===== src/rtl/tns_ram.sv =====
// Generic single-port-write, single-port-read RAM with registered read data.
// Read data holds while no read is issued. No dependencies.
`default_nettype none

module tns_ram #(
  parameter int WIDTH = 8,
  parameter int DEPTH = 16
) (
  input  wire logic                                   clk,
  input  wire logic                                   we,
  input  wire logic [((DEPTH > 1) ? $clog2(DEPTH) : 1)-1:0] waddr,
  input  wire logic [WIDTH-1:0]                       wdata,
  input  wire logic                                   re,
  input  wire logic [((DEPTH > 1) ? $clog2(DEPTH) : 1)-1:0] raddr,
  output logic      [WIDTH-1:0]                       rdata
);

  logic [WIDTH-1:0] mem [DEPTH];

  always_ff @(posedge clk) begin
    if (we) begin
      mem[waddr] <= wdata;
    end
    if (re) begin
      rdata <= mem[raddr];
    end
  end

endmodule

`default_nettype wire


===== config.mk =====
export PLATFORM = sky130hd
export DESIGN_NAME = tns_ram
export DESIGN_NICKNAME = d
export VERILOG_FILES = /design/src/rtl/tns_ram.sv
export SDC_FILE = /design/constraint.sdc
export NUM_CORES = 1
export LEC_CHECK = 0
export BUFFER_PORTS_ARGS = -buffer_cell sky130_fd_sc_hd__clkbuf_2
export CORE_UTILIZATION = 34
export CTS_BUF_LIST = sky130_fd_sc_hd__clkbuf_4 sky130_fd_sc_hd__clkbuf_8 sky130_fd_sc_hd__clkbuf_16
export DETAILED_ROUTE_END_ITERATION = 16
export SYNTH_ARGS = -nofsm -noshare
export SYNTH_HDL_FRONTEND = slang
export SYNTH_SLANG_ARGS = --single-unit

===== constraint.sdc =====
create_clock -name clk -period 1.7 [get_ports clk]
set_input_delay 0.085 -clock clk [delete_from_list [all_inputs] [get_ports clk]]
set_output_delay 0.085 -clock clk [all_outputs]
set_load 0.005 [all_outputs]

==> results.yml <==
clock_tree:
  cts_setup_buffers: 0
  cts_tree: "done"
  cts-root-buf: "clkbuf_16"
  ctsResizeCount: 0
  cts_hold_buf: 0
  ctsHtreeMaxLevel: 4
  cts.path.max_buffers: 2
  clock_latency_ns: 0.41
  cts_buffers: 17
  cts_sinks: 136
  path_clk_slew_ns: 0.06
cells_and_area:
  regArea_sq_mm: 0.00408
  diodes: 0
  area_growth_pct: 20.8
  nets: 315
  multiInputGateArea_sq_mm: 0.00106
  drive_gt1_share_pct: 34.7
  fill_cells: 1294
logic_synthesis:
  syn_inst: 229
  synth_flop_cell: "edfxtp_1"
  yosys_warnings: 0
  synth_top_area_share_pct: 78.1
  synth_area_sq_mm: 0.00523
  ys_seq_area_share_pct: 78.1
  ys_top_cells_by_area: "edfxtp_1, mux4_2, mux4_1"
  synth_cell_types: 18
  syn_area_per_cell_sq_um: 22.8
  synth.largest_area_cell: "edfxtp_1"
  synthArstFlopShare_pct: 0
  synth_seq_cells: 136
  synth_nets: 248
  synth_edf_count: 136
  synth_common_cells: "edfxtp_1, mux4_2, a22oi_1, mux4_1, nor2_1"
  synth.most_common_cell: "edfxtp_1"
pwr:
  switching_power_mw: 1.54
  seq_power_share_pct: 50.9
  pwr-share-clk_pct: 44.2
  power_leakage_nw: 2.15
  p_int_mw: 5.92
  p_per_area_mw_per_mm2: 1180
  pwr-share-comb_pct: 4.9
  vdd_drop_max_v: 0.000780
  switching_share_pct: 20.7
die:
  die_h_um: 126
  floorplan.die_area_sq_mm: 0.0159
  initial_utilization_pct: 35.4
  row_count: 44
  core_area_sq_mm: 0.0148
  die_w_um: 126
  io_pins: 27
setup_path:
  startpoint_type: "flop"
  arrival_ns: 1.63
  critical_path.max_fanout: 1
  slowest_stage: "mux4_2"
  required_ns: 1.85
  crit_chain: "mux4_2 > a22oi_1 > buf_4 > nand2_1"
  critPathKind: "flop to flop"
  endpoint_kind: "flop"
  critical_path.max_stage_delay_ns: 0.46
sta:
  rsz0062_at_grt: "no"
  finalSetupTns_ns: 0
  max-slew-margin-rel_pct: 70.7
  maxSlewViolCount: 0
  hold_slack_ns: 0.0931
  min_period_ns: 1.49
  setup_viol: 0
  finalHoldViolCount: 0
  fin_skew_ns: 0.00733
  tightestPinTransition_ns: 0.439
  post-route-period-util_pct: 87.6
  timing.fmax_ghz: 0.672
global_route:
  grt_pass1_wl_um: 16300
  overflow: 0
  antenna_found_initial: 0
  grt_use_met1_pct: 20.7
  grt-busiest-layer: "met2"
  grt_pass1_vias: 2674
  grt_use_met2_pct: 21.8
  grt_start_max_net_pins: 19
  track_usage_pct: 14.7
  gr-usage-met3_pct: 4.29
detailed_routing:
  postRouteAntennaNets: 0
  dr.first_iter.drc_count: 240
  dr.pass1.iters: 4
  via_per_inst: 5.15
  vias: 2532
  wl_per_cell_um: 21.7
  wirelength_um: 10700
  drc_errors: 0
placed_design:
  place_congestion: 0.752
  io_buffers: 26
  hpwl_um: 7010
status:
  status: "finished, final reports clean"
worst_hold_path:
  hold_path.class: "input pin to flop"
run:
  max_cap_violations: 0
cells by family (layout without fill, tap and decap cells):
kind of cell           after synthesis  in the layout  share of synthesized area, %
multiplexers                        32             32                          14.8
buffers and inverters               10             89                          1.65
AO/OA/AOI/OAI                       16             16                          2.30
AND/OR/NAND/NOR                     35             35                          3.14
flip-flops                         136            136                          78.1
power by group through the flow:
stage               sequential [mW]  combinational, mW  clock (mW)
floorplan                      3.86              0.191           0
global placement               3.87              0.363           0
detailed placement             3.87              0.371           0
CTS                            3.80              0.372        3.37
global route                   3.81              0.398        3.50
finish                         3.80              0.364        3.30
per-stage QoR:
stage	setup slack (ns)	total power, mW	cells	util [%]	cell area (sq um)
floorplan	0.122	4.05	229	-	5230
global placement	0.0780	4.23	461	39.2	5780
detailed placement	0.0464	4.24	461	39.2	5780
CTS	0.207	7.54	492	42.8	6320
global route	0.113	7.70	492	42.8	6320
finish	0.212	7.46	492	42.8	6320
sequential cells by signal, summed over array words and instances, names as in the netlist:
signal  cells
rdata       8
mem       128
final timing paths:
check | from | endpoint | slack, ns | depth (start not counted)
worst max-delay path | mem[3][7] | rdata[7] | 0.21 | 4
worst min-delay path | wdata[2] | mem[9][2] | 0.09 | 1
worst max register to register | mem[3][7] | rdata[7] | 0.21 | 4
worst min register to register | mem[12][1] | rdata[1] | 0.75 | 3
per-layer routing:
metal  wire length (um)  part of all wire [%]
met5                  0                     0
met4                 99                  0.93
met3                864                   8.1
met2               4920                    46
met1               4780                    45
cell type report:
type	count	share of cell area [%]
Sequential cell	136	64.7
Clock buffer	17	6.74
Multi-Input combinational cell	83	16.7
Clock inverter	14	1.76
Timing Repair Buffer	58	6.46
Tap cell	184	3.65
placed cells by master, fill, tap and decap left out, drive strengths merged, types with 2 or more instances in the layout:
| cell type | netlist | routed |
|---|---|---|
| nand2 | 9 | 9 |
| mux4 | 32 | 32 |
| nor2 | 13 | 13 |
| buf | 7 | 32 |
| edfxtp | 136 | 136 |
| a22oi | 16 | 16 |
| nor3 | 4 | 4 |
| clkinv | 0 | 9 |
| clkbuf | 0 | 43 |
| nand2b | 2 | 2 |
| nand3b | 2 | 2 |
| clkinvlp | 0 | 4 |
worst max-delay path, delay by kind of cell (launching register included):
family                 cells  cell delay, ns
buffers and inverters      1            0.15
muxes                      1            0.46
and+or+nand+nor            1            0.06
AOI/OAI and AO/OA          1            0.20
DFF                        1            0.35
(Power assumes the default switching activity.)
